### config.mk
export PLATFORM = sky130hd
export DESIGN_NAME = asptc_sector
export DESIGN_NICKNAME = d
export VERILOG_FILES = /design/src/rtl/annular_sector_point_test_core_assert.svh /design/src/rtl/asptc_pkg.sv /design/src/rtl/asptc_sector.sv
export SDC_FILE = /design/constraint.sdc
export NUM_CORES = 1
export LEC_CHECK = 0
export BUFFER_PORTS_ARGS = -buffer_cell sky130_fd_sc_hd__clkbuf_2
export CAP_MARGIN = 20
export CELL_PAD_IN_SITES_DETAIL_PLACEMENT = 1
export CELL_PAD_IN_SITES_GLOBAL_PLACEMENT = 1
export CORE_MARGIN = 2
export CORE_UTILIZATION = 30
export CTS_CLUSTER_DIAMETER = 50
export DETAILED_ROUTE_END_ITERATION = 10
export PLACE_DENSITY_LB_ADDON = 0.05
export SETUP_SLACK_MARGIN = 0.02
export SLEW_MARGIN = 20
export SYNTH_ARGS = -nofsm -noshare
export SYNTH_HDL_FRONTEND = slang
export SYNTH_SLANG_ARGS = --single-unit
### constraint.sdc
create_clock -name clk -period 2.5 [get_ports clk]
set_input_delay 0.25 -clock clk [delete_from_list [all_inputs] [get_ports clk]]
set_output_delay 0.25 -clock clk [all_outputs]
set_load 0.03 [all_outputs]
### src/rtl/annular_sector_point_test_core_assert.svh
// ----------------------------------------------------------------------------
// annular sector point test - assertion macros
// shared concurrent assertion forms, clocked and reset-qualified
// ----------------------------------------------------------------------------
`ifndef ANNULAR_SECTOR_POINT_TEST_CORE_ASSERT_SVH
`define ANNULAR_SECTOR_POINT_TEST_CORE_ASSERT_SVH

// same-cycle implication
`define ASPTC_ASSERT_IMP(label, clk, rst_n, ante, cons, msg) \
  label: assert property (@(posedge clk) disable iff (!rst_n) (ante) |-> (cons)) \
    else $error(msg);

// next-cycle implication
`define ASPTC_ASSERT_NXT(label, clk, rst_n, ante, cons, msg) \
  label: assert property (@(posedge clk) disable iff (!rst_n) (ante) |=> (cons)) \
    else $error(msg);

`endif

### src/rtl/asptc_pkg.sv
// ----------------------------------------------------------------------------
// asptc_pkg
// shared types, register codes and constants of the annular sector test
// ----------------------------------------------------------------------------
package asptc_pkg;

  localparam int COORD_WIDTH_DEF   = 16;
  localparam int ANGLE_WIDTH_DEF   = 16;
  localparam int CORDIC_STAGES_DEF = 16;

  localparam int ATAN_LEN    = 24;
  localparam int TURN_W      = 32;
  localparam int RADIUS_W    = 32;
  localparam int ANGLE_REG_W = 16;
  localparam int CFG_DATA_W  = 32;
  localparam int CFG_INDEX_W = 2;

  typedef logic [TURN_W-1:0] turn_t;

  typedef enum logic [CFG_INDEX_W-1:0] {
    REG_INNER_RADIUS_SQ = 2'd0,
    REG_OUTER_RADIUS_SQ = 2'd1,
    REG_ANGLE_START     = 2'd2,
    REG_ANGLE_END       = 2'd3
  } cfg_reg_t;

  localparam logic [RADIUS_W-1:0]    INNER_RADIUS_SQ_RST = 32'h0000_0000;
  localparam logic [RADIUS_W-1:0]    OUTER_RADIUS_SQ_RST = 32'h8000_0000;
  localparam logic [ANGLE_REG_W-1:0] ANGLE_START_RST     = 16'h0000;
  localparam logic [ANGLE_REG_W-1:0] ANGLE_END_RST       = 16'h8000;

  localparam turn_t ZERO_TURN          = 32'h0000_0000;
  localparam turn_t QUARTER_TURN       = 32'h4000_0000;
  localparam turn_t HALF_TURN          = 32'h8000_0000;
  localparam turn_t THREE_QUARTER_TURN = 32'hC000_0000;

  // atan(2^-i) in units of one turn / 2^32, truncated
  localparam turn_t ATAN_TURNS [ATAN_LEN] = '{
    32'h20000000, 32'h12E4051D, 32'h09FB385B, 32'h051111D4,
    32'h028B0D43, 32'h0145D7E1, 32'h00A2F61E, 32'h00517C55,
    32'h0028BE53, 32'h00145F2F, 32'h000A2F98, 32'h000517CC,
    32'h00028BE6, 32'h000145F3, 32'h0000A2F9, 32'h0000517C,
    32'h000028BE, 32'h0000145F, 32'h00000A2F, 32'h00000517,
    32'h0000028B, 32'h00000145, 32'h000000A2, 32'h00000051
  };

  typedef struct packed {
    logic valid;
    logic hold;
    logic pass;
  } stage_ctl_t;

endpackage

### src/rtl/asptc_sector.sv
// ----------------------------------------------------------------------------
// asptc_sector
// angle rounding, sector window compare and output word register
// ----------------------------------------------------------------------------
module asptc_sector #(
  parameter int ANGLE_WIDTH = 16
) (
  input  logic                               clk,
  input  logic                               rst_n,
  input  logic                               adv,
  input  asptc_pkg::stage_ctl_t              in_ctl,
  input  asptc_pkg::turn_t                   in_z,
  input  logic [asptc_pkg::ANGLE_REG_W-1:0]  angle_start,
  input  logic [asptc_pkg::ANGLE_REG_W-1:0]  angle_end,
  output logic                               out_valid,
  output logic                               out_inside
);
  import asptc_pkg::*;

  localparam turn_t ROUND = TURN_W'(1) << (TURN_W - 1 - ANGLE_WIDTH);

  turn_t                               zr;
  logic [ANGLE_WIDTH-1:0]              ang, a0, a1;
  logic [ANGLE_WIDTH+ANGLE_REG_W-1:0]  a0_ext, a1_ext;
  logic                                hit;
  logic                                valid_r, inside_r;

  assign zr     = in_z + ROUND;
  assign ang    = zr[TURN_W-1 -: ANGLE_WIDTH];
  assign a0_ext = {{ANGLE_WIDTH{1'b0}}, angle_start};
  assign a1_ext = {{ANGLE_WIDTH{1'b0}}, angle_end};
  assign a0     = a0_ext[ANGLE_WIDTH-1:0];
  assign a1     = a1_ext[ANGLE_WIDTH-1:0];

  always_comb begin
    priority if (!in_ctl.pass) begin
      hit = 1'b0;
    end else if (a0 < a1) begin
      hit = (a0 < ang) && (ang < a1);
    end else if (a0 > a1) begin
      hit = (a0 < ang) || (ang < a1);
    end else begin
      hit = 1'b0;
    end
  end

  always_ff @(posedge clk) begin
    if (!rst_n) begin
      valid_r <= 1'b0;
    end else if (adv) begin
      valid_r <= in_ctl.valid;
    end
  end

  always_ff @(posedge clk) begin
    if (adv) begin
      inside_r <= hit;
    end
  end

  assign out_valid  = valid_r;
  assign out_inside = inside_r;

endmodule

# Word level (Yosys, flattened, before mapping)
# Cells that the tools add are included.
[totals]
regBits = 2
output_inout_bits = 2
latchBits = 0
in_bits = 70
memories = 0
ramBits = 0
romBits = 0
[classes]
order_cmp = 4
multipliers = 0
bitwise_logic = 0
n_mux = 2
reduce_logical = 2
div_mod_pow = 0
n_addsub = 1
n_eq_ne = 0
n_shift = 0
[op_table]
columns = ["cell", "count"]
rows = [
  ["< comparator 16 bit", 3],
  ["adder 32 x 16 -> 32 bit, second input constant", 1],
  ["greater-than comparator 16 bit", 1],
  ["two-way mux 1 bit", 2],
  ["logical AND 1 bit", 1],
  ["logical OR 1 bit", 1],
]

# Logic depth before layout (Yosys ltp)
[logic_depth]
ltp_word = 5
depth_mapped = 13
depth_no_buf = 13

# Worst setup path after synthesis
# Ideal clock, no wire load.
[synth_timing]
path_kind = "input port to flip-flop"
from = "input in_z[18]"
to = "register inside_r (netlist: out_inside) (data pin)"
cell_stages = 12
required_time_ns = 2.368
slack_ns = -0.048
setup_time_ns = 0.132
t_arrival_ns = 2.416
path_cell_list = "nand3_1 nor2_1 and3_1 and3_1 xor2_1 ha_1 a21o_1 a21o_1 a221o_1 a21oi_2 a22o_1 o2111a_1"
[synth_via]
elab_chain_len = 5
word_cells_on_any_way = 7
[synth_lines]
columns = ["item", "line_no", "rtl"]
rows = [
  ["from (decl)", "asptc_sector.sv:12", "input asptc_pkg::turn_t in_z,"],
  ["adder 32 x 16 -> 32 bit *", "asptc_sector.sv:28", "assign zr = in_z + ROUND;"],
  ["< comparator 16 bit", "asptc_sector.sv:39, asptc_sector.sv:41", ""],
  ["logical OR 1 bit", "asptc_sector.sv:41", "hit = (a0 < ang) || (ang < a1);"],
  ["two-way mux 1 bit", "asptc_sector.sv:40", "end else if (a0 > a1) begin"],
  ["two-way mux 1 bit *", "asptc_sector.sv:38", "end else if (a0 < a1) begin"],
  ["to (signal assigned)", "asptc_sector.sv:57", "inside_r <= hit;"],
  ["to (decl)", "asptc_sector.sv:26", "logic valid_r, inside_r;"],
]
# Every way passes the cells marked *; elsewhere a longest branch is shown, timed or not.
# A chain may end at the register's enable or synchronous reset.

# Worst setup path after layout
[layout_timing]
from = "input in_z[15]"
to = "register inside_r (netlist: out_inside) (data pin)"
# The elaborated chain is that of the path after synthesis.

==> flow_metrics.py <==
metrics = {
    "grt": {
        "track_usage_pct": 17.4,
        "grt_pass1_vias": 1789,
        "antenna_found_initial": 0,
        "overflow": 0,
        "grt_pass1_wl_mm": 7.58,
        "grt_start_max_net_pins": 5,
    },
    "timing": {
        "finalSetupViolations": 0,
        "timing.setup.tns_ps": 0,
        "layout_setup_ws_ps": 93.0,
        "hold_viol": 0,
        "drv_slew": 0,
        "min_period_ps": 2410,
        "fmax_mhz": 415,
        "post-route-period-util_pct": 96.3,
        "tightest_slew_ps": 546,
        "skew_ps": 0,
        "grt_setup_unrepaired": "yes",
        "relSlewSlack_pct": 62.7,
    },
    "synthesis": {
        "ys_ff_latch": 2,
        "synth.top_cell.area_share_pct": 39.7,
        "synthFlopType": "edfxtp_1",
        "synth_xor_area_share_pct": 11.2,
        "synthArstFlopShare_pct": 0,
        "yosys.area_share.simple_pct": 20.1,
        "synth_area_um2": 1480,
        "synth-edff-count": 1,
        "syn-num-nets": 308,
        "synth_top_area_cell": "ha_1",
        "synth-compound-area-share_pct": 17.1,
        "synth-adder-area-share_pct": 39.7,
        "synthDistinctLibCells": 33,
        "synth.area.top_cells": "ha_1 40%, inv_1 7.8%, xnor2_1 6.5%",
        "ys_warn_count": 0,
        "synth.most_common_cell": "ha_1",
        "yosysSeqAreaShare_pct": 3.38,
        "synth_top_family_by_area": "adder cells",
        "synthMuxAreaShare_pct": 0.675,
        "synth_cells": 191,
        "postSynthAreaPerCell_um2": 7.76,
        "synthTopCellsByCount": "47 x ha_1, 31 x inv_1, 14 x nand2_1, 11 x xnor2_1, 10 x a21oi_1",
    },
    "drt": {
        "drt_iter0_drc": 23,
        "drc": 0,
        "final_antenna_net_count": 0,
        "drt_wl_total_mm": 4.45,
        "drt_pass1_iterations": 2,
        "wire_per_inst_um": 13.1,
        "viasPerCell": 4.80,
        "vias": 1632,
    },
    "cts": {
        "clkSinkCount": 2,
        "clockBufferDepth": 2,
        "ctsHtreeMaxLevel": 1,
        "cts_hold_buf": 0,
        "cts_buffers": 3,
        "cts_tree": "built",
        "ctsRootBufferMaster": "clkbuf_8",
        "clk_latency_ps": 200,
        "clk_pin_slew_ps": 30,
    },
    "placement": {
        "dpl_cell_area_um2": 2020,
        "io_buffers": 55,
        "post-place-ws_ps": -330,
        "dp.final_hpwl_mm": 4.09,
        "finalWeightedCongestion": 0.773,
    },
    "floorplanning": {
        "dieWidth_um": 74.3,
        "core_area_um2": 4750,
        "std_cell_rows": 25,
        "initial_utilization_pct": 31.2,
        "die_area_um2": 5520,
        "ios": 72,
        "die_y_um": 74.3,
    },
    "cells_and_area": {
        "fin_area_um2": 2240,
        "final_util_pct": 47.0,
        "num_antenna_cells": 0,
        "area_growth_pct": 50.8,
        "finalNetCount": 391,
        "drive_gt1_share_pct": 39.2,
    },
    "setup_path": {
        "crit-reg2reg-launch": "out_valid",
        "worstSetupEndpointType": "flip-flop",
        "ff2ff_path_depth": 2,
        "crit_path_start_kind": "primary input",
        "crit_fanout": 4,
        "crit_family": "compound AO/OA/AOI/OAI gates",
        "crit_buf_inv": 2,
        "critPathKind": "primary input to flip-flop",
        "crit_chain": "clkbuf_2 > ha_1 > and3_4 > and3_4 > xor2_2 > ha_1 > a21o_1 > a21o_1 > a221o_1 > a21oi_2 > buf_4 > o2111a_1",
        "rr_endpoint": "out_valid",
        "cp.arrival_ps": 2490,
        "worstPathRequired_ps": 2580,
        "slowest_delay_ps": 320,
        "critPathSlowestCell": "a221o_1",
        "rrSetupSlack_ps": 1910,
    },
    "run_status": {
        "status": "finished, final reports clean",
    },
    "power_and_ir_drop": {
        "p_int_uw": 311,
        "clkPwrFrac_pct": 26.6,
        "fin_total_pwr_uw": 503,
        "combPwrFrac_pct": 65.7,
        "p_sw_share_pct": 38.2,
        "p_leak_uw": 0.00122,
        "seqPwrFrac_pct": 7.8,
        "ir_drop_v": 0.000124,
        "powerDensity_nw_per_um2": 225,
        "power_switching_uw": 192,
    },
    "flow_run": {
        "cap_violations": 0,
    },
    "min_path": {
        "hold_path_depth": 2,
        "holdPathEnd": "out_valid",
        "min_path_type": "primary input to flip-flop",
        "hp-start": "rst_n",
    },
}
stage by stage:
| stage | hold slack (ps) | cells |
|---|---|---|
| 3_3_place_gp | 463 | 334 |
| 5_1_grt | 272 | 340 |
| 3_5_place_dp | 467 | 334 |
| 4_1_cts | 256 | 340 |
| 2_1_floorplan | 362 | 191 |
| 6_report | 254 | 340 |
cell type report:
class                           count  area (um2)
Clock buffer                        4        45.0
Fill cell                         615        2520
Inverter                           31         116
Multi-Input combinational cell    158        1460
Sequential cell                     2        50.0
Tap cell                           67        83.8
Timing Repair Buffer               78         482
registers in the layout (all words and copies together), names as in the netlist:
register    flops
out_valid       1
out_inside      1
per-layer routing:
layer  track usage (%)  routed length, um  up-vias
met3              2.03                150        4
met4              1.79                 47        0
met5                 0                  0        -
li1                  -                  -      852
met2              34.6               2420       32
met1              20.4               1840      744
worst register-to-register path, stage by stage (launching register included):
cell     delay [ps]
dfxtp_1         300
mux2i_1         130
nor2b_1          60
kinds of logic after synthesis:
family / count (synthesis)
simple gates: 55
fa+ha+maj: 47
compound gates: 36
buf+inv: 31
xor+xnor: 19
flops: 2
mux: 1
power by group through the flow:
| stage | registers [uW] | clock network (uW) | logic, uW |
|---|---|---|---|
| detailed placement | 39.4 | 0 | 310 |
| CTS | 39.0 | 137 | 319 |
| global placement | 39.5 | 0 | 304 |
| global route | 39.4 | 141 | 380 |
| floorplan | 45.4 | 0 | 169 |
| finish | 39.0 | 134 | 331 |
placed cells by master (no fill, tap or decap), types with 3 or more instances in the layout:
master / n
a21oi_2: 4
xnor2_2: 3
inv_1: 31
buf_4: 21
a2111oi_0: 3
and3_4: 3
xnor2_1: 7
nand4_1: 9
clkbuf_8: 3
a21o_1: 6
o21ai_1: 3
clkbuf_2: 52
ha_1: 47
xor2_1: 6
nor2_1: 5
nand3_1: 6
a21oi_1: 8
nand2_1: 13
buf_6: 3
how the worst max path moves through the flow:
| stage | start | endpoint | slack (ps) | depth (start not counted) |
|---|---|---|---|---|
| global placement | in_z[18] | out_inside | -290 | 13 |
| detailed placement | in_z[18] | out_inside | -330 | 13 |
| finish | in_z[15] | out_inside | 90 | 12 |
| floorplan | in_z[15] | out_inside | 30 | 11 |
| global route | in_z[18] | out_inside | -60 | 13 |
| CTS | in_z[19] | out_inside | 20 | 13 |
repair_timing:
action / in CTS / in global routing
buffers inserted: 2 / 0
cloned: 0 / 0
setup endpoints to repair: 1 / 1
gates resized for setup: 7 / 29
pin swaps: 9 / 30
(Power assumes the default switching activity.)
