File: src/rtl/annular_sector_point_test_core_assert.svh
// ----------------------------------------------------------------------------
// annular sector point test - assertion macros
// shared concurrent assertion forms, clocked and reset-qualified
// ----------------------------------------------------------------------------
`ifndef ANNULAR_SECTOR_POINT_TEST_CORE_ASSERT_SVH
`define ANNULAR_SECTOR_POINT_TEST_CORE_ASSERT_SVH

// same-cycle implication
`define ASPTC_ASSERT_IMP(label, clk, rst_n, ante, cons, msg) \
  label: assert property (@(posedge clk) disable iff (!rst_n) (ante) |-> (cons)) \
    else $error(msg);

// next-cycle implication
`define ASPTC_ASSERT_NXT(label, clk, rst_n, ante, cons, msg) \
  label: assert property (@(posedge clk) disable iff (!rst_n) (ante) |=> (cons)) \
    else $error(msg);

`endif

File: src/rtl/asptc_pkg.sv
// ----------------------------------------------------------------------------
// asptc_pkg
// shared types, register codes and constants of the annular sector test
// ----------------------------------------------------------------------------
package asptc_pkg;

  localparam int COORD_WIDTH_DEF   = 16;
  localparam int ANGLE_WIDTH_DEF   = 16;
  localparam int CORDIC_STAGES_DEF = 16;

  localparam int ATAN_LEN    = 24;
  localparam int TURN_W      = 32;
  localparam int RADIUS_W    = 32;
  localparam int ANGLE_REG_W = 16;
  localparam int CFG_DATA_W  = 32;
  localparam int CFG_INDEX_W = 2;

  typedef logic [TURN_W-1:0] turn_t;

  typedef enum logic [CFG_INDEX_W-1:0] {
    REG_INNER_RADIUS_SQ = 2'd0,
    REG_OUTER_RADIUS_SQ = 2'd1,
    REG_ANGLE_START     = 2'd2,
    REG_ANGLE_END       = 2'd3
  } cfg_reg_t;

  localparam logic [RADIUS_W-1:0]    INNER_RADIUS_SQ_RST = 32'h0000_0000;
  localparam logic [RADIUS_W-1:0]    OUTER_RADIUS_SQ_RST = 32'h8000_0000;
  localparam logic [ANGLE_REG_W-1:0] ANGLE_START_RST     = 16'h0000;
  localparam logic [ANGLE_REG_W-1:0] ANGLE_END_RST       = 16'h8000;

  localparam turn_t ZERO_TURN          = 32'h0000_0000;
  localparam turn_t QUARTER_TURN       = 32'h4000_0000;
  localparam turn_t HALF_TURN          = 32'h8000_0000;
  localparam turn_t THREE_QUARTER_TURN = 32'hC000_0000;

  // atan(2^-i) in units of one turn / 2^32, truncated
  localparam turn_t ATAN_TURNS [ATAN_LEN] = '{
    32'h20000000, 32'h12E4051D, 32'h09FB385B, 32'h051111D4,
    32'h028B0D43, 32'h0145D7E1, 32'h00A2F61E, 32'h00517C55,
    32'h0028BE53, 32'h00145F2F, 32'h000A2F98, 32'h000517CC,
    32'h00028BE6, 32'h000145F3, 32'h0000A2F9, 32'h0000517C,
    32'h000028BE, 32'h0000145F, 32'h00000A2F, 32'h00000517,
    32'h0000028B, 32'h00000145, 32'h000000A2, 32'h00000051
  };

  typedef struct packed {
    logic valid;
    logic hold;
    logic pass;
  } stage_ctl_t;

endpackage

File: src/rtl/asptc_front.sv
// ----------------------------------------------------------------------------
// asptc_front
// two-stage front end: squares and vector setup, then radius window test
// ----------------------------------------------------------------------------
module asptc_front #(
  parameter int COORD_WIDTH   = 16,
  parameter int CORDIC_STAGES = 16,
  parameter int WORK_W        = 35
) (
  input  logic                                 clk,
  input  logic                                 rst_n,
  input  logic                                 adv,
  input  logic                                 in_valid,
  input  logic signed [COORD_WIDTH-1:0]        in_x,
  input  logic signed [COORD_WIDTH-1:0]        in_y,
  input  logic [asptc_pkg::RADIUS_W-1:0]       inner_radius_sq,
  input  logic [asptc_pkg::RADIUS_W-1:0]       outer_radius_sq,
  output asptc_pkg::stage_ctl_t                out_ctl,
  output logic signed [WORK_W-1:0]             out_x,
  output logic signed [WORK_W-1:0]             out_y,
  output asptc_pkg::turn_t                     out_z
);
  import asptc_pkg::*;

  localparam int SQ_W = 2 * COORD_WIDTH;
  localparam int RW   = (SQ_W > RADIUS_W) ? SQ_W : RADIUS_W;

  logic signed [COORD_WIDTH:0]   xe, ye, xa_full, ya_full;
  logic [COORD_WIDTH-1:0]        xa, ya;
  logic [SQ_W-1:0]               sqx, sqy;
  logic signed [WORK_W-1:0]      xw, yw, xn, yn;
  logic                          x_neg, x_zero, y_zero;
  turn_t                         z0;
  logic                          hold0;

  logic                          v1_r;
  logic [SQ_W-1:0]               sqx_r, sqy_r;
  logic signed [WORK_W-1:0]      x1_r, y1_r;
  turn_t                         z1_r;
  logic                          hold1_r;

  logic [RW-1:0]                 r2;
  logic                          pass;

  stage_ctl_t                    ctl2_r;
  logic signed [WORK_W-1:0]      x2_r, y2_r;
  turn_t                         z2_r;

  assign x_neg  = in_x[COORD_WIDTH-1];
  assign x_zero = (in_x == '0);
  assign y_zero = (in_y == '0);

  assign xe      = {in_x[COORD_WIDTH-1], in_x};
  assign ye      = {in_y[COORD_WIDTH-1], in_y};
  assign xa_full = xe[COORD_WIDTH] ? -xe : xe;
  assign ya_full = ye[COORD_WIDTH] ? -ye : ye;
  assign xa      = xa_full[COORD_WIDTH-1:0];
  assign ya      = ya_full[COORD_WIDTH-1:0];
  assign sqx     = {{COORD_WIDTH{1'b0}}, xa} * {{COORD_WIDTH{1'b0}}, xa};
  assign sqy     = {{COORD_WIDTH{1'b0}}, ya} * {{COORD_WIDTH{1'b0}}, ya};

  assign xw = WORK_W'(in_x);
  assign yw = WORK_W'(in_y);
  assign xn = x_neg ? -xw : xw;
  assign yn = x_neg ? -yw : yw;

  // axis points take a fixed angle and bypass the rotations
  always_comb begin
    priority if (y_zero) begin
      z0    = x_neg ? HALF_TURN : ZERO_TURN;
      hold0 = 1'b1;
    end else if (x_zero) begin
      z0    = in_y[COORD_WIDTH-1] ? THREE_QUARTER_TURN : QUARTER_TURN;
      hold0 = 1'b1;
    end else begin
      z0    = x_neg ? HALF_TURN : ZERO_TURN;
      hold0 = 1'b0;
    end
  end

  always_ff @(posedge clk) begin
    if (!rst_n) begin
      v1_r <= 1'b0;
    end else if (adv) begin
      v1_r <= in_valid;
    end
  end

  always_ff @(posedge clk) begin
    if (adv) begin
      sqx_r   <= sqx;
      sqy_r   <= sqy;
      x1_r    <= xn <<< CORDIC_STAGES;
      y1_r    <= yn <<< CORDIC_STAGES;
      z1_r    <= z0;
      hold1_r <= hold0;
    end
  end

  assign r2   = RW'(sqx_r) + RW'(sqy_r);
  assign pass = !(r2 < RW'(inner_radius_sq)) && !(r2 > RW'(outer_radius_sq));

  always_ff @(posedge clk) begin
    if (!rst_n) begin
      ctl2_r <= '0;
    end else if (adv) begin
      ctl2_r <= '{valid: v1_r, hold: hold1_r, pass: pass};
    end
  end

  always_ff @(posedge clk) begin
    if (adv) begin
      x2_r <= x1_r;
      y2_r <= y1_r;
      z2_r <= z1_r;
    end
  end

  assign out_ctl = ctl2_r;
  assign out_x   = x2_r;
  assign out_y   = y2_r;
  assign out_z   = z2_r;

endmodule

File: config.mk
export PLATFORM = sky130hd
export DESIGN_NAME = asptc_front
export DESIGN_NICKNAME = d
export VERILOG_FILES = /design/src/rtl/annular_sector_point_test_core_assert.svh /design/src/rtl/asptc_pkg.sv /design/src/rtl/asptc_front.sv
export SDC_FILE = /design/constraint.sdc
export NUM_CORES = 1
export LEC_CHECK = 0
export BUFFER_PORTS_ARGS = -buffer_cell sky130_fd_sc_hd__buf_2
export CAP_MARGIN = 10
export CORE_AREA = 3 3 248 189
export DETAILED_ROUTE_END_ITERATION = 8
export DIE_AREA = 0 0 251 192
export PLACE_DENSITY = 0.7
export SLEW_MARGIN = 0
export SYNTH_ARGS = -nofsm -noshare
export SYNTH_HDL_FRONTEND = slang
export SYNTH_SLANG_ARGS = --single-unit
File: constraint.sdc
create_clock -name clk -period 16.7 [get_ports clk]
set_input_delay 0.835 -clock clk [delete_from_list [all_inputs] [get_ports clk]]
set_output_delay 0.835 -clock clk [all_outputs]
set_load 0.05 [all_outputs]
---- Yosys cells after proc, flatten, opt, wreduce, memory -nomap -nowiden ----
Index checks and enable logic that the tools add are counted.
cells by class
  $add $sub $neg .......................... 5
  multiply operators ...................... 2
  divide/modulo/power cells ............... 0
  order comparisons ....................... 2
  eq/ne operators ......................... 0
  shift operators ......................... 0
  mux-type cells .......................... 9
  bitwise gates (word level) .............. 0
  reductions and logical operators ........ 5
operators by type and width
  kind                          count
  two-way mux 32 bit            4
  multiplier 16 x 16 -> 32 bit  2
  negation 16 -> 19 bit         2
  adder 32 bit                  1
  > comparator 32 bit           1
  logical NOT 16 bit            2
  < comparator 32 bit           1
  two-way mux 16 bit            2
  negation 16 bit               2
  two-way mux 19 bit            1
  two-way mux 15 bit            1
  logical NOT 1 bit             2
  logical AND 1 bit             1
  two-way mux 1 bit             1
word-level totals
  register bits ........................... 209
  latch bits .............................. 0
  memory bits (writable) .................. 0
  ROM bits ................................ 0
  input port bits ......................... 100
  output and inout port bits .............. 105
  word-level logic and storage cells ...... 37
  memories ................................ 0

---- Longest topological paths before layout ----
  depth in word-level cells ............... 4
  gate-level depth with buffers ........... 33
  depth with buffers taken out ............ 31

---- Worst setup path before layout ----
OpenSTA, ideal clock, no wires.
  path type ............................... input port to flip-flop
  start point ............................. input in_y[0]
  end point ............................... register sqy_r[29], data pin
  setup time .............................. 263 ps
  arrival time ............................ 8,563 ps
  data required time ...................... 16,437 ps
  setup slack ............................. 7,875 ps
  cell stages on the path ................. 31
  buffers on the path ..................... 2
  path through ............................ inv_1 > clkbuf_1 > ha_1 > or3b_4 > or3_4 > or3b_1 > buf_2 > and2_4 > xnor2_4 > inv_2 > nand2_1 > inv_1 > fa_1 > inv_1 > fa_1 > inv_1 > fa_1 > fa_1 > fa_1 > inv_1 > fa_1 > inv_1 > ha_1 > nand2_1 > a211oi_1 > a211oi_1 > o211ai_1 > a221oi_1 > o21ai_0 > a21oi_1 > xnor2_1
on the way
  cells in the longest elaborated chain, start to end .. 3
ends and longest elaborated chain
  item                            RTL line           text
  start: declaration              asptc_front.sv:15  input logic signed [COORD_WIDTH-1:0] in_y,
  negation 16 bit                 asptc_front.sv:56  assign ya_full = ye[COORD_WIDTH] ? -ye : ye;
  two-way mux 16 bit *            asptc_front.sv:56
  multiplier 16 x 16 -> 32 bit *  asptc_front.sv:60  assign sqy = {{COORD_WIDTH{1'b0}}, ya} * {{COORD_WIDTH{1'b0}}, ya};
  named net sqy[29]               asptc_front.sv:30  logic [SQ_W-1:0] sqx, sqy;
  end signal: assignment          asptc_front.sv:92  sqy_r <= sqy;
  end: declaration                asptc_front.sv:37  logic [SQ_W-1:0] sqx_r, sqy_r;
The timed path passes the listed nets; every way through them passes the cells marked *.
A chain may end at the register's enable or synchronous reset.

---- Worst setup path in the final report ----
Ends and elaborated chain as after synthesis.

==> results.ini <==
[synthesis]
async_reset_ff_share_pct = 0
synthCells = 2355
post-synth-top-area-cell = fa_1
synthTopCellsByArea = fa_1 (29%), edfxtp_1 (19%), ha_1 (16%)
ys_types = 76
synthFlopType = edfxtp_1
synth_edf_count = 141
ys_seq_area_share_pct = 19.00
yosysTopAreaCellShare_pct = 28.84
ys_ff_latch = 145
yosysWarnings = 0
syn_area_sq_um = 22700
postSynthAreaPerCell_sq_um = 9.640

[route]
wl_per_cell_um = 16.87
vias = 16240
drt_iter0_markers = 1313
drtAntennaViolNets = 0
firstDrtPassIters = 6
drc_errors = 0
avgViaCountPerCell = 5.253
totalWireLength_mm = 52.18

[clock_network]
ctsHoldBuffers = 0
cts_sinks = 145
clk_path_buf_depth = 2
clk_pin_slew_worst_paths_ns = 0.07
cts_tree = done
post-cts-setup-buffers = 0
postCtsResizedCells = 0
numCtsBuffers = 17
clk_latency_ns = 0.47
htreeDepth = 4
root_buffer = clkbuf_16

[die]
std_cell_rows = 67
start_util_pct = 50.90
io_pins = 205
die_w_um = 251
dieArea_sq_um = 48190
core_area_sq_um = 44600
die_y_um = 192

[sta]
whs_ns = 0.4189
worst_pin_slew_ns = 1.176
final-setup-viol-count = 0
rsz0062_at_grt = false
timing.setup.tns_ns = 0
skew_ns = 0.01373
setup_ws_ns = 7.012
fmax_mhz = 103.2
slew_headroom_pct = 19.60
finalHoldViolations = 0
slew_violations = 0
period_minus_slack_ns = 9.688
fin_crit_sh_pct = 58.01

[critical_path]
max_stage_delay_ns = 0.66
startpoint = in_y[0]
crit_required_ns = 16.91
worstPathArrival_ns = 9.90
cp-start-kind = input pin
crit_path_end_kind = flop
criticalPathCategory = input pin to flop
slowest_stage = a221oi_1
timing.rr.start = sqx_r[3]
path_max_fanout = 17

[grt]
antenna_found_initial = 0
met2_usage_pct = 35.73
grtUsageTotal_pct = 22.59
busiest_layer = met2
first_global_vias = 16800
grt_use_met1_pct = 32.41
grt_pass1_wl_mm = 85.40
grt_max_degree = 80
use_met3_pct = 3.966
grt_remaining_overflow = 0

[status]
outcome = finished, final reports clean

[finish]
drive_above_1_share_pct = 8.899
antennaDiodeCount = 0
nNetsFinal = 3210
final_cells = 3092
n_fill_cell = 3930
syn_to_final_growth_pct = 7.771

[placement]
dp_hpwl_mm = 43.75
dp_worst_setup_slack_ns = 6.696
dpl.cell_count = 3060
place.gp.congestion = 0.9680
port_buffers = 142

[flow_run]
drv_cap = 0

[worst_hold_path]
hp-start = y1_r[33]
hold_path.class = flop to flop

==> cell usage in the layout (no fill, tap or decap), drive strengths merged, types with 18 or more instances in the layout <==
cell type | netlist | routed
nor2 | 153 | 153
a211oi | 18 | 18
a21oi | 87 | 87
and2 | 24 | 24
ha | 290 | 290
buf | 70 | 161
xor2 | 37 | 37
clkbuf | 36 | 18
a21o | 70 | 70
nand2 | 187 | 187
conb | 1 | 65
inv | 560 | 570
nand3 | 20 | 20
edfxtp | 141 | 141
o21ai | 46 | 46
xnor2 | 96 | 96
fa | 327 | 327
==> critical path: cells and delay by family <==
kind / cells / cell delay (ns)
compound gates: 6 / 2.06
xor+xnor: 2 / 0.40
fa+ha+maj: 8 / 3.72
buf+inv: 8 / 1.08
simple gates: 6 / 1.78
==> flip-flops by register name, indices dropped and copies added, names as in the netlist <==
signal / count
hold1_r: 1
out_ctl: 3
out_x: 19
out_y: 19
out_z: 2
sqx_r: 31
sqy_r: 31
v1_r: 1
x1_r: 18
y1_r: 18
z1_r: 2
==> per-stage QoR <==
stage	instance area [sq um]	util, %
6_report	24470	54.86
5_1_grt	24470	54.86
4_1_cts	24470	54.86
3_5_place_dp	23890	53.58
3_3_place_gp	23890	53.58
2_1_floorplan	22940	-
==> cells by family (layout without fill, tap and decap cells) <==
logic type / count (synthesis) / in the layout / synth area share, %
adder cells (fa/ha/maj): 617 / 617 / 44.82
flip-flops: 145 / 145 / 19.00
other: 1 / 65 / 0.01652
AND/OR/NAND/NOR: 482 / 482 / 9.557
AO/OA/AOI/OAI: 300 / 300 / 8.785
XOR/XNOR: 133 / 133 / 5.379
buffers and inverters: 671 / 758 / 12.17
multiplexers: 6 / 6 / 0.2646
==> layer usage <==
metal | routed length [um] | up-vias | part of all wire (%)
met3 | 4280 | 55 | 8.2
met2 | 23560 | 564 | 45
met1 | 23390 | 8001 | 45
met5 | 0 | - | 0
li1 | - | 7621 | -
met4 | 949 | 0 | 1.8
==> cell usage after synthesis (10+ instances only) <==
cell type / count
nand2_1: 187
nand3_1: 20
buf_4: 63
a211oi_1: 18
a21oi_1: 87
and3_1: 13
o31ai_1: 13
ha_1: 290
fa_1: 327
nor2_1: 153
inv_1: 554
a21o_1: 70
nor3_1: 16
and2_1: 22
nor2b_1: 16
nand4_1: 17
clkbuf_1: 36
xor2_1: 34
edfxtp_1: 141
o21a_1: 10
xnor2_1: 93
o21ai_0: 44
==> area by class of cell <==
type / instances / area, sq um / area share [%]
Inverter: 565 / 2123 / 8.679
Clock inverter: 14 / 142.6 / 0.5830
Tap cell: 586 / 733.2 / 2.997
Clock buffer: 18 / 429.2 / 1.754
Multi-Input combinational cell: 1603 / 15860 / 64.84
Timing Repair Buffer: 161 / 859.6 / 3.513
Sequential cell: 145 / 4314 / 17.63
==> path summary, 6_finish.rpt <==
check	endpoint	slack (ns)	cells after the start
hold reg to reg	out_y[33]	0.42	0
hold / removal	out_y[33]	0.42	0
setup / recovery	sqy_r[29]	7.01	30
setup reg to reg	out_ctl[0]	10.92	16
Power is left out: the tool's default activity adds up to more than one toggle a clock period on the data nets, which glitch-free logic cannot reach.
