[src/rtl/annular_sector_point_test_core_assert.svh]
// ----------------------------------------------------------------------------
// annular sector point test - assertion macros
// shared concurrent assertion forms, clocked and reset-qualified
// ----------------------------------------------------------------------------
`ifndef ANNULAR_SECTOR_POINT_TEST_CORE_ASSERT_SVH
`define ANNULAR_SECTOR_POINT_TEST_CORE_ASSERT_SVH

// same-cycle implication
`define ASPTC_ASSERT_IMP(label, clk, rst_n, ante, cons, msg) \
  label: assert property (@(posedge clk) disable iff (!rst_n) (ante) |-> (cons)) \
    else $error(msg);

// next-cycle implication
`define ASPTC_ASSERT_NXT(label, clk, rst_n, ante, cons, msg) \
  label: assert property (@(posedge clk) disable iff (!rst_n) (ante) |=> (cons)) \
    else $error(msg);

`endif

[src/rtl/asptc_pkg.sv]
// ----------------------------------------------------------------------------
// asptc_pkg
// shared types, register codes and constants of the annular sector test
// ----------------------------------------------------------------------------
package asptc_pkg;

  localparam int COORD_WIDTH_DEF   = 16;
  localparam int ANGLE_WIDTH_DEF   = 16;
  localparam int CORDIC_STAGES_DEF = 16;

  localparam int ATAN_LEN    = 24;
  localparam int TURN_W      = 32;
  localparam int RADIUS_W    = 32;
  localparam int ANGLE_REG_W = 16;
  localparam int CFG_DATA_W  = 32;
  localparam int CFG_INDEX_W = 2;

  typedef logic [TURN_W-1:0] turn_t;

  typedef enum logic [CFG_INDEX_W-1:0] {
    REG_INNER_RADIUS_SQ = 2'd0,
    REG_OUTER_RADIUS_SQ = 2'd1,
    REG_ANGLE_START     = 2'd2,
    REG_ANGLE_END       = 2'd3
  } cfg_reg_t;

  localparam logic [RADIUS_W-1:0]    INNER_RADIUS_SQ_RST = 32'h0000_0000;
  localparam logic [RADIUS_W-1:0]    OUTER_RADIUS_SQ_RST = 32'h8000_0000;
  localparam logic [ANGLE_REG_W-1:0] ANGLE_START_RST     = 16'h0000;
  localparam logic [ANGLE_REG_W-1:0] ANGLE_END_RST       = 16'h8000;

  localparam turn_t ZERO_TURN          = 32'h0000_0000;
  localparam turn_t QUARTER_TURN       = 32'h4000_0000;
  localparam turn_t HALF_TURN          = 32'h8000_0000;
  localparam turn_t THREE_QUARTER_TURN = 32'hC000_0000;

  // atan(2^-i) in units of one turn / 2^32, truncated
  localparam turn_t ATAN_TURNS [ATAN_LEN] = '{
    32'h20000000, 32'h12E4051D, 32'h09FB385B, 32'h051111D4,
    32'h028B0D43, 32'h0145D7E1, 32'h00A2F61E, 32'h00517C55,
    32'h0028BE53, 32'h00145F2F, 32'h000A2F98, 32'h000517CC,
    32'h00028BE6, 32'h000145F3, 32'h0000A2F9, 32'h0000517C,
    32'h000028BE, 32'h0000145F, 32'h00000A2F, 32'h00000517,
    32'h0000028B, 32'h00000145, 32'h000000A2, 32'h00000051
  };

  typedef struct packed {
    logic valid;
    logic hold;
    logic pass;
  } stage_ctl_t;

endpackage

[src/rtl/asptc_cell.sv]
// ----------------------------------------------------------------------------
// asptc_cell
// one vectoring rotation step, registered, handed to the next cell
// ----------------------------------------------------------------------------
module asptc_cell #(
  parameter int WORK_W = 35,
  parameter int STAGE  = 0
) (
  input  logic                      clk,
  input  logic                      rst_n,
  input  logic                      adv,
  input  asptc_pkg::stage_ctl_t     in_ctl,
  input  logic signed [WORK_W-1:0]  in_x,
  input  logic signed [WORK_W-1:0]  in_y,
  input  asptc_pkg::turn_t          in_z,
  output asptc_pkg::stage_ctl_t     out_ctl,
  output logic signed [WORK_W-1:0]  out_x,
  output logic signed [WORK_W-1:0]  out_y,
  output asptc_pkg::turn_t          out_z
);
  import asptc_pkg::*;

  logic signed [WORK_W-1:0] xs, ys, x_nxt, y_nxt;
  turn_t                    z_nxt;
  stage_ctl_t               ctl_r;
  logic signed [WORK_W-1:0] x_r, y_r;
  turn_t                    z_r;

  assign xs = in_x >>> STAGE;
  assign ys = in_y >>> STAGE;

  always_comb begin
    if (in_ctl.hold) begin
      x_nxt = in_x;
      y_nxt = in_y;
      z_nxt = in_z;
    end else if (!in_y[WORK_W-1]) begin
      x_nxt = in_x + ys;
      y_nxt = in_y - xs;
      z_nxt = in_z + ATAN_TURNS[STAGE];
    end else begin
      x_nxt = in_x - ys;
      y_nxt = in_y + xs;
      z_nxt = in_z - ATAN_TURNS[STAGE];
    end
  end

  always_ff @(posedge clk) begin
    if (!rst_n) begin
      ctl_r <= '0;
    end else if (adv) begin
      ctl_r <= in_ctl;
    end
  end

  always_ff @(posedge clk) begin
    if (adv) begin
      x_r <= x_nxt;
      y_r <= y_nxt;
      z_r <= z_nxt;
    end
  end

  assign out_ctl = ctl_r;
  assign out_x   = x_r;
  assign out_y   = y_r;
  assign out_z   = z_r;

endmodule

[config.mk]
export PLATFORM = sky130hd
export DESIGN_NAME = asptc_cell
export DESIGN_NICKNAME = d
export VERILOG_FILES = /design/src/rtl/annular_sector_point_test_core_assert.svh /design/src/rtl/asptc_pkg.sv /design/src/rtl/asptc_cell.sv
export SDC_FILE = /design/constraint.sdc
export NUM_CORES = 1
export LEC_CHECK = 0
export ABC_AREA = 1
export BUFFER_PORTS_ARGS = -buffer_cell sky130_fd_sc_hd__buf_2
export CELL_PAD_IN_SITES_DETAIL_PLACEMENT = 1
export CELL_PAD_IN_SITES_GLOBAL_PLACEMENT = 2
export CORE_ASPECT_RATIO = 1.5
export CORE_MARGIN = 5
export CORE_UTILIZATION = 31
export DETAILED_ROUTE_END_ITERATION = 16
export PLACE_DENSITY = 0.79
export RECOVER_POWER = 25
export SLEW_MARGIN = 25
export SYNTH_ARGS = -nofsm -noshare
export SYNTH_HDL_FRONTEND = slang
export SYNTH_SLANG_ARGS = --single-unit
[constraint.sdc]
create_clock -name clk -period 3.05 [get_ports clk]
set_clock_uncertainty 0.2 [all_clocks]
set_input_delay 0.4575 -clock clk [delete_from_list [all_inputs] [get_ports clk]]
set_output_delay 0.4575 -clock clk [all_outputs]
set_load 0.02 [all_outputs]
Word-level counts from Yosys, hierarchy flattened
Index checks and enable logic that the tools add are counted.
{ "totals": {"mem_count": 0, "regBits": 105, "mem_bits_ro": 0, "mem_bits_rw": 0, "wordCells": 17, "latchBits": 0, "inputBits": 108} }
{ "classes": {"n_bitwise": 0, "eq_ne": 0, "magnitude_cmp": 0, "n_addsub": 5, "n_div": 0, "multipliers": 0, "mux": 6, "n_reduce_logical": 0, "shifts": 0} }
{ "op_table": {"columns": ["op", "n"], "rows": [
  ["35-bit two-way mux", 4],
  ["35-bit subtractor", 2],
  ["32-bit two-way mux", 2],
  ["35-bit adder", 1],
  ["32-bit by 30-bit adder with 32-bit output, second input constant", 1],
  ["32-bit by 30-bit subtractor with 32-bit output, second input constant", 1]
]} }

Depth between registers and ports, before layout
Gate-level depths: netlist of run 1.
{ "logic_depth": {"depth_word": 3, "mapped_depth": 19, "ltp_nobuf": 18} }

Worst setup path after synthesis of run 1
OpenSTA, ideal clock, no wires.
{ "synth_timing": {"path_type": "input port to flip-flop", "from": "in in_x[0]", "to": "reg x_r[32] (netlist: out_x[32]), data pin", "stages": 15, "n_path_buf": 0, "path_slack_ps": 594, "setup_time_ps": 254, "t_required_ps": 2596, "arrival_ps": 2003, "path_cell_list": "inv_1 > ha_1 > fa_1 > inv_1 > nand3_1 > nand3_1 > nand2_1 > nand3_1 > nand2_1 > nand2_1 > nand2_1 > nand3_1 > nand3_1 > nand3_1 > nand2_1"} }
{ "synth_between": {"elab_chain_len": 3, "word_cells_on_any_way": 4} }
{ "synth_rtl": {"columns": ["element", "line", "text"], "rows": [
  ["start, declared", "asptc_cell.sv:13", "input logic signed [WORK_W-1:0] in_x,"],
  ["35-bit adder or 35-bit subtractor (tied branches)", "asptc_cell.sv:38, asptc_cell.sv:42", null],
  ["35-bit two-way mux (*)", "asptc_cell.sv:37", "end else if (!in_y[WORK_W-1]) begin"],
  ["35-bit two-way mux (*)", "asptc_cell.sv:33", "if (in_ctl.hold) begin"],
  ["via x_nxt[32]", "asptc_cell.sv:23", "logic signed [WORK_W-1:0] xs, ys, x_nxt, y_nxt;"],
  ["end signal, assigned", "asptc_cell.sv:58", "x_r <= x_nxt;"],
  ["end, declared", "asptc_cell.sv:26", "logic signed [WORK_W-1:0] x_r, y_r;"]
]} }
Mark *: on every way through the listed nets, which the timed path passes. The rest lies on a longest branch.
A chain may end at the register's enable or synchronous reset.

Worst setup path in the final report of run 1
{ "layout_timing": {"from": "in in_x[8]", "to": "reg x_r[12] (netlist: out_x[12]), data pin"} }
Same word-level chain as after synthesis.

==> run metrics, run 1 <==
Post-synth top cells nand2_1 (483), inv_1 (259), nand3_1 (154), nor2_1 (154), a21oi_1 (129); Seq/Total Area, Yosys 0.264; RSZ-0062 raised after global routing no; sw power 2550 uW; total CTS buffers 9; worst hold start in_z[27]; Port Buf Inserts 212; Critical Path End Type register; Mean Syn Cell Area 6.64 sq um; DRC errors left 0; Worst EP arrival 2690 ps; Max Freq 358 MHz; DP Area 15100 sq um; drt wl/cell 21.4 um; synthesized cell area 11800 sq um; later-pin clock latency in the skew report 400 ps; post-route setup TNS 0 ps; clock buffer depth 2; WS Path Type in -> reg; worst setup path start in_x[8]; root buf cell clkbuf_16; final hold violation count 0; Synth warnings 0; largest net degree at the start of global routing 61; Slew headroom -0.0629; CTS tree yes; status complete, but fails checks; WL final 57.9 mm; first-pass GRT wire length 84.8 mm; Num Clock Sinks 105; first-iteration detailed-routing DRC count 601; leakage power 0.00801 uW; met3 Use GR 0.0219; Initial Utilization 0.314; Tmin final 2800 ps; crit share post-route 0.917; # nets final 2422; P_int 3400 uW; DR vias 13500; Hold Buf Count CTS 0; top_reg_cell synth edfxtp_1; #FFs+latches synth 105; Net Count, Synth 1994; Fillers 5021; Boundary Pins 213; violated checks max-capacitance violations, max-slew violations; setup violators final 0; cell area after layout 15400 sq um; Pwr per Cell Area 386 nW/um^2; Via density 4.98; Worst IR Drop VDD 0.278 mV; number of synthesized flops with an enable pin 102; met1 Usage GRT 0.276; Total GRT Usage 0.267; Placeable Area 37700 sq um; htree depth 3; n_diodes 0; DIE AREA 42200 sq um; count leader, synth nand2_1; Clk network pwr share 0.220; dpl ws -109 ps; Worst Max-Slew Pin Slew 1590 ps; Final ANT Viol Nets 0; Post-CTS Setup Repair Bufs 0; FP Rows 87; worst setup slack after layout 253 ps; share of layout cells above drive strength 1 0.263; Comb pwr share 0.476; post_cts resized 0; switch share 0.429; detailed placement HPWL 50.0 mm; initial antenna violation count 0; GRT busiest layer met2; Critical Path Source Type input port; first drt pass iteration count 5; vias in the first global route 14400; post-synth cell types 52; Cells after Synth 1780; cell taking the most area after synthesis edfxtp_1; r2r startpoint out_ctl[1]; Die W 169 um; Slew Limit Fails 61; Post-synth ARST share 0; worst hold path type in -> reg; met2 Track Usage GR 0.517; Max-Cap Viols 1; Finished Core Util 0.409; Required @ worst endpoint 2950 ps; Overflow after GRT 0; top cell type's share of synthesized area 0.259; top cells by area, synth edfxtp_1 (26%), nand2_1 (15%), ha_1 (11%); clock-pin slew on the worst setup and hold paths 110 ps; CP max FO 7; Die Ht 249 um; Layout area overhead 30.5%; sequential fraction of design power 0.304; GP Congestion 0.978
flip-flops by register name (all words and copies together), names as in the netlist:
register / cells
out_z: 32
out_ctl: 3
out_x: 35
out_y: 35
power groups by stage:
stage               clock [uW]  sequential [uW]  combinational [uW]
global route              1410             1820                3060
global placement             0             1840                2800
CTS                       1350             1810                2850
finish                    1310             1810                2830
detailed placement           0             1840                2840
floorplan                    0             2040                1310
cell type report:
class	count	area, sq um	share of cell area
Multi-Input combinational cell	1342	7260	0.471
Sequential cell	105	3120	0.203
Timing Repair Buffer	474	3080	0.200
Inverter	276	1040	0.0672
Tap cell	489	612	0.0397
Clock buffer	9	225	0.0146
Clock inverter	7	88.8	0.00576
critical path, cell delays in order:
cell and delay, ps:
buf_2 90, inv_1 50, ha_1 440, buf_4 200
nor2_1 240, nand2_1 160, inv_1 90, nand2_1 60
nand2_1 90, xor2_1 450, nand2_1 110, nand3_1 90
o21ai_0 150
logic make-up (layout without fill, tap and decap cells):
| family | after synthesis | count (layout) | synth area share |
|---|---|---|---|
| simple gates | 898 | 898 | 0.331 |
| fa+ha+maj | 106 | 106 | 0.115 |
| compound gates | 301 | 301 | 0.141 |
| buf+inv | 333 | 766 | 0.121 |
| flops | 105 | 105 | 0.264 |
| xor+xnor | 37 | 37 | 0.0274 |
layer usage:
layer	routed length [um]	up-vias	part of all wire
li1	-	6592	-
met3	1720	119	0.030
met4	3750	0	0.065
met1	21300	6418	0.37
met5	0	-	0
met2	31100	337	0.54
metrics by stage:
stage | power [uW] | hold WS (ps) | std cells
floorplan | 3360 | 347 | 1780
global placement | 4630 | 275 | 2686
detailed placement | 4680 | 292 | 2686
CTS | 6010 | 12.7 | 2702
global route | 6290 | 15.9 | 2702
finish | 5950 | 23.7 | 2702
path summary, 6_finish.rpt:
check | end | slack, ps | depth (start not counted)
worst max-delay path | out_x[12] | 250 | 13
worst min-delay path | out_z[27] | 20 | 1
worst max register to register | out_ctl[1] | 2200 | 2
worst min register to register | out_ctl[2] | 310 | 2
layout by cell type (no fill, tap or decap), types with 9 or more instances in the layout:
cell	Yosys	routed
buf_2	4	210
nand2_1	483	483
nor2_1	154	153
o21ai_1	26	26
inv_2	14	15
ha_1	102	102
o211ai_1	10	10
o21ai_0	87	87
a21oi_2	9	9
clkbuf_16	0	9
edfxtp_1	102	102
nand2_2	21	21
o21bai_1	14	14
buf_4	16	257
nand3_1	154	154
nor2_2	26	27
nor3_1	10	10
inv_1	259	258
xor2_1	34	34
nand4_1	17	17
a21oi_1	129	129
(Power assumes the default switching activity.)
==> run 2, diff against run 1 <==
Settings changed: REMOVE_ABC_BUFFERS set to 1.
==> run 2 against run 1 <==
Effect of this change: the flow still finishes with violations (max-capacitance violations, max-slew violations); critical path depth shrank 2; fmax up 1.0%; first-iteration DRC count up 12%; routed wire length rose by 2.1%; combinational power is essentially flat; critical path type unchanged; critical endpoint is now out_y[14]; largest cell class unchanged; highest routed layer is now met5.
==> run metrics, run 2 (synthesized netlist as in run 1, its figures left out) <==
clock buffer depth 2; Overflow after GRT 0; share of layout cells above drive strength 1 0.255; post-route setup TNS 0 ps; first-pass GRT wire length 86.3 mm; FP Rows 87; DIE AREA 42200 sq um; Total GRT Usage 0.272; Hold Buf Count CTS 0; drt wl/cell 22.0 um; root buf cell clkbuf_16; n_diodes 0; setup violators final 0; worst reg-to-reg setup slack 2160 ps; Max Freq 361 MHz; worst setup slack after layout 281 ps; clock-pin slew on the worst setup and hold paths 90 ps; Num Clock Sinks 105; Worst IR Drop VDD 0.220 mV; most frequent cells in the layout nand2_1 (483), inv_1 (258), buf_4 (231), buf_2 (210), nand3_1 (154); Final ANT Viol Nets 0; detailed placement HPWL 51.1 mm; DR vias 13500; CTS tree yes; Pwr per Cell Area 384 nW/um^2; violated checks max-capacitance violations, max-slew violations; crit share post-route 0.908; worst hold path type in -> reg; Slew headroom -0.164; Required @ worst endpoint 2990 ps; Via density 5.04; Die Ht 249 um; Boundary Pins 213; Initial Utilization 0.314; # nets final 2398; initial antenna violation count 1; first drt pass iteration count 5; final hold violation count 0; Layout area overhead 29.2%; total CTS buffers 9; vias in the first global route 14500; Worst EP arrival 2710 ps; RSZ-0062 raised after global routing no; DRC errors left 0; Worst Max-Slew Pin Slew 1750 ps; Die W 169 um; Tmin final 2770 ps; most common cell after layout, fill and taps aside nand2_1; Slew Limit Fails 27; GP Congestion 1.01; largest net degree at the start of global routing 48; later-pin clock latency in the skew report 380 ps; Post-CTS Setup Repair Bufs 0; WL final 59.0 mm; Port Buf Inserts 212; dpl ws -108 ps; leakage power 0.00790 uW; Critical Path Source Type input port; Max-Cap Viols 1; WS Path Type in -> reg; CP max FO 6; htree depth 3; post_cts resized 0; first-iteration detailed-routing DRC count 673; status complete, but fails checks; Placeable Area 37700 sq um; Finished Core Util 0.405; Critical Path End Type register
## run 2: cell count changes in the layout (fill, tap and decap cells not counted), sizes merged
cell / change
buf: -23
clkbuf: -1
## run 2: cell type report
cell class | instances | area, sq um
Clock buffer | 9 | 225
Clock inverter | 7 | 71.3
Fill cell | 4996 | 22400
Inverter | 276 | 1040
Multi-Input combinational cell | 1342 | 7260
Sequential cell | 105 | 3120
Tap cell | 489 | 612
Timing Repair Buffer | 450 | 2930
## run 2: critical path: stages
cell	delay, ps
buf_2	110
inv_1	60
ha_1	330
buf_4	180
a21oi_1	300
o21ai_0	260
a21oi_1	330
o21ai_2	150
xor2_1	160
o21ai_0	270
nor2_1	90
## run 2: layer usage
metal,up-vias,track usage,part of all wire
li1,6535,-,-
met1,6457,0.276,0.36
met5,-,0,0.00022
met3,129,0.0278,0.037
met2,387,0.531,0.54
met4,2,0.150,0.064
## run 2: metrics by stage
stage / area (sq um) / power, uW / instances / hold slack, ps
floorplan: 11400 / 3280 / 1723 / 347
global placement: 15000 / 4590 / 2662 / 277
detailed placement: 15000 / 4640 / 2662 / 314
CTS: 15300 / 5910 / 2678 / 22.8
global route: 15300 / 6190 / 2678 / 21.5
finish: 15300 / 5850 / 2678 / 44.4
## run 2: final timing paths
check,from,end,depth (start not counted)
worst max register to register,out_ctl[1],out_ctl[1],2
worst min-delay path,in_z[10],out_z[10],1
worst min register to register,out_ctl[1],out_ctl[1],2
worst max-delay path,in_x[13],out_y[14],11
## run 2: report_power, final
group | internal [uW] | leakage (uW) | switching (uW)
sequential | 1770 | 0.00102 | 37.3
clock | 581 | 0.000146 | 666
combinational | 997 | 0.00673 | 1800
total | 3350 | 0.00790 | 2510
==> run 3, diff against run 2 <==
Settings changed: CORE_UTILIZATION 31 to 32, CTS_BUF_LIST set to sky130_fd_sc_hd__clkbuf_4 sky130_fd_sc_hd__clkbuf_8, PLACE_DENSITY 0.79 to 0.82, RECOVER_POWER 25 to unset.
==> run 3 against run 2 <==
Effect of this change: the flow now finishes without violations; critical path depth rose by 4; via count rose by 0.86%; clock power fell by 17%; combinational power barely moved; sequential power barely moved; cell count rose by 0.30%; worst setup slack improved by 120 ps; global-route usage rose by 0.38 points; critical endpoint is now out_y[21]; critical path type unchanged.
==> run metrics, run 3 (synthesized netlist as in run 1, its figures left out) <==
status complete, no violations; drt wl/cell 21.6 um; worst setup slack after layout 403 ps; Max Freq 378 MHz; Placeable Area 36600 sq um; Pwr per Cell Area 367 nW/um^2; Num Clock Sinks 105; Boundary Pins 213; DRC errors left 0; Die W 167 um; Worst IR Drop VDD 0.202 mV; DR vias 13600; post-route setup TNS 0 ps; cells along the critical path buf_2 > inv_1 > ha_1 > a21oi_1 > buf_4 > o21ai_0 > a21oi_1 > inv_1 > nand2_1 > buf_4 > nand4_1 > nand3_1 > nand2_1 > nor2_1 > buf_4; Final ANT Viol Nets 0; DIE AREA 40900 sq um; vias in the first global route 14600; Port Buf Inserts 212; FP Rows 86; clock-pin slew on the worst setup and hold paths 120 ps; htree depth 3; first drt pass iteration count 5; Required @ worst endpoint 3160 ps; setup violators final 0; first-iteration detailed-routing DRC count 625; Hold Buf Count CTS 29; Post-CTS Setup Repair Bufs 0; # nets final 2410; total CTS buffers 9; largest net degree at the start of global routing 108; Critical Path Source Type input port; WL final 58.1 mm; Critical-path top delay cell ha_1; share of layout cells above drive strength 1 0.247; worst hold path type in -> reg; Slew headroom 0.521; crit-path max cell delay 380 ps; initial antenna violation count 1; Initial Utilization 0.323; clock buffer depth 2; Overflow after GRT 0; dpl ws -104 ps; most frequent cells in the layout nand2_1 (483), inv_1 (258), buf_4 (217), buf_2 (211), nand3_1 (154); most common cell after layout, fill and taps aside nand2_1; GP Congestion 0.978; Via density 5.07; root buf cell clkbuf_8; RSZ-0062 raised after global routing no; Layout area overhead 29.7%; crit share post-route 0.868; CTS tree yes; final hold violation count 0; WS Path Type in -> reg; CP max FO 6; Slew Limit Fails 0; leakage power 0.00790 uW; detailed placement HPWL 49.3 mm; fin cells 2686; Worst Max-Slew Pin Slew 719 ps; later-pin clock latency in the skew report 440 ps; post_cts resized 0; Design Power 5620 uW; Worst EP arrival 2750 ps; Tmin final 2650 ps; Die Ht 245 um; Total GRT Usage 0.276; Critical Path End Type register; Max-Cap Viols 0; Post-Place Cells 2640; first-pass GRT wire length 85.4 mm; cell seen most often among critical-path stages buf_4
[run 3: report_power, final]
part	internal, uW	switching (uW)
Sequential	1770	39.3
Clock	405	634
Combinational	996	1780
[run 3: worst paths after layout]
path / depth (start not counted) / from / slack [ps] / to
max: 15 / in_x[4] / 400 / out_y[21]
min: 3 / in_ctl[2] / 40 / out_ctl[2]
max reg2reg: 2 / out_ctl[1] / 2200 / out_ctl[1]
min reg2reg: 2 / out_ctl[2] / 330 / out_ctl[2]
[run 3: layout make-up]
class	instances	area, sq um
Tap cell	484	606
Sequential cell	105	3120
Inverter	276	1040
Fill cell	4901	21300
Antenna cell	1	2.50
Multi-Input combinational cell	1342	7260
Clock buffer	9	124
Clock inverter	7	92.6
Timing Repair Buffer	462	3080
[run 3: critical path: cells and delay by family]
| family | cells | cell delay, ps |
|---|---|---|
| AND/OR/NAND/NOR | 5 | 510 |
| adder cells (fa/ha/maj) | 1 | 380 |
| buffers and inverters | 6 | 690 |
| AO/OA/AOI/OAI | 3 | 710 |
[run 3: metal layers]
metal  part of all wire  GRT usage  vias to the layer above
li1                   -          -                     6571
met3              0.036     0.0293                      177
met4              0.088      0.210                        0
met5                  0          0                        -
met1               0.35      0.267                     6461
met2               0.53      0.531                      417
[run 3: stage by stage]
step | util | instance area, sq um | hold slack [ps]
final | 0.419 | 15300 | 39.8
after global placement | 0.405 | 14800 | 276
after CTS | 0.419 | 15300 | 17.7
after floorplan | - | 11400 | 347
after global routing | 0.419 | 15300 | 51.1
after detailed placement | 0.405 | 14800 | 313
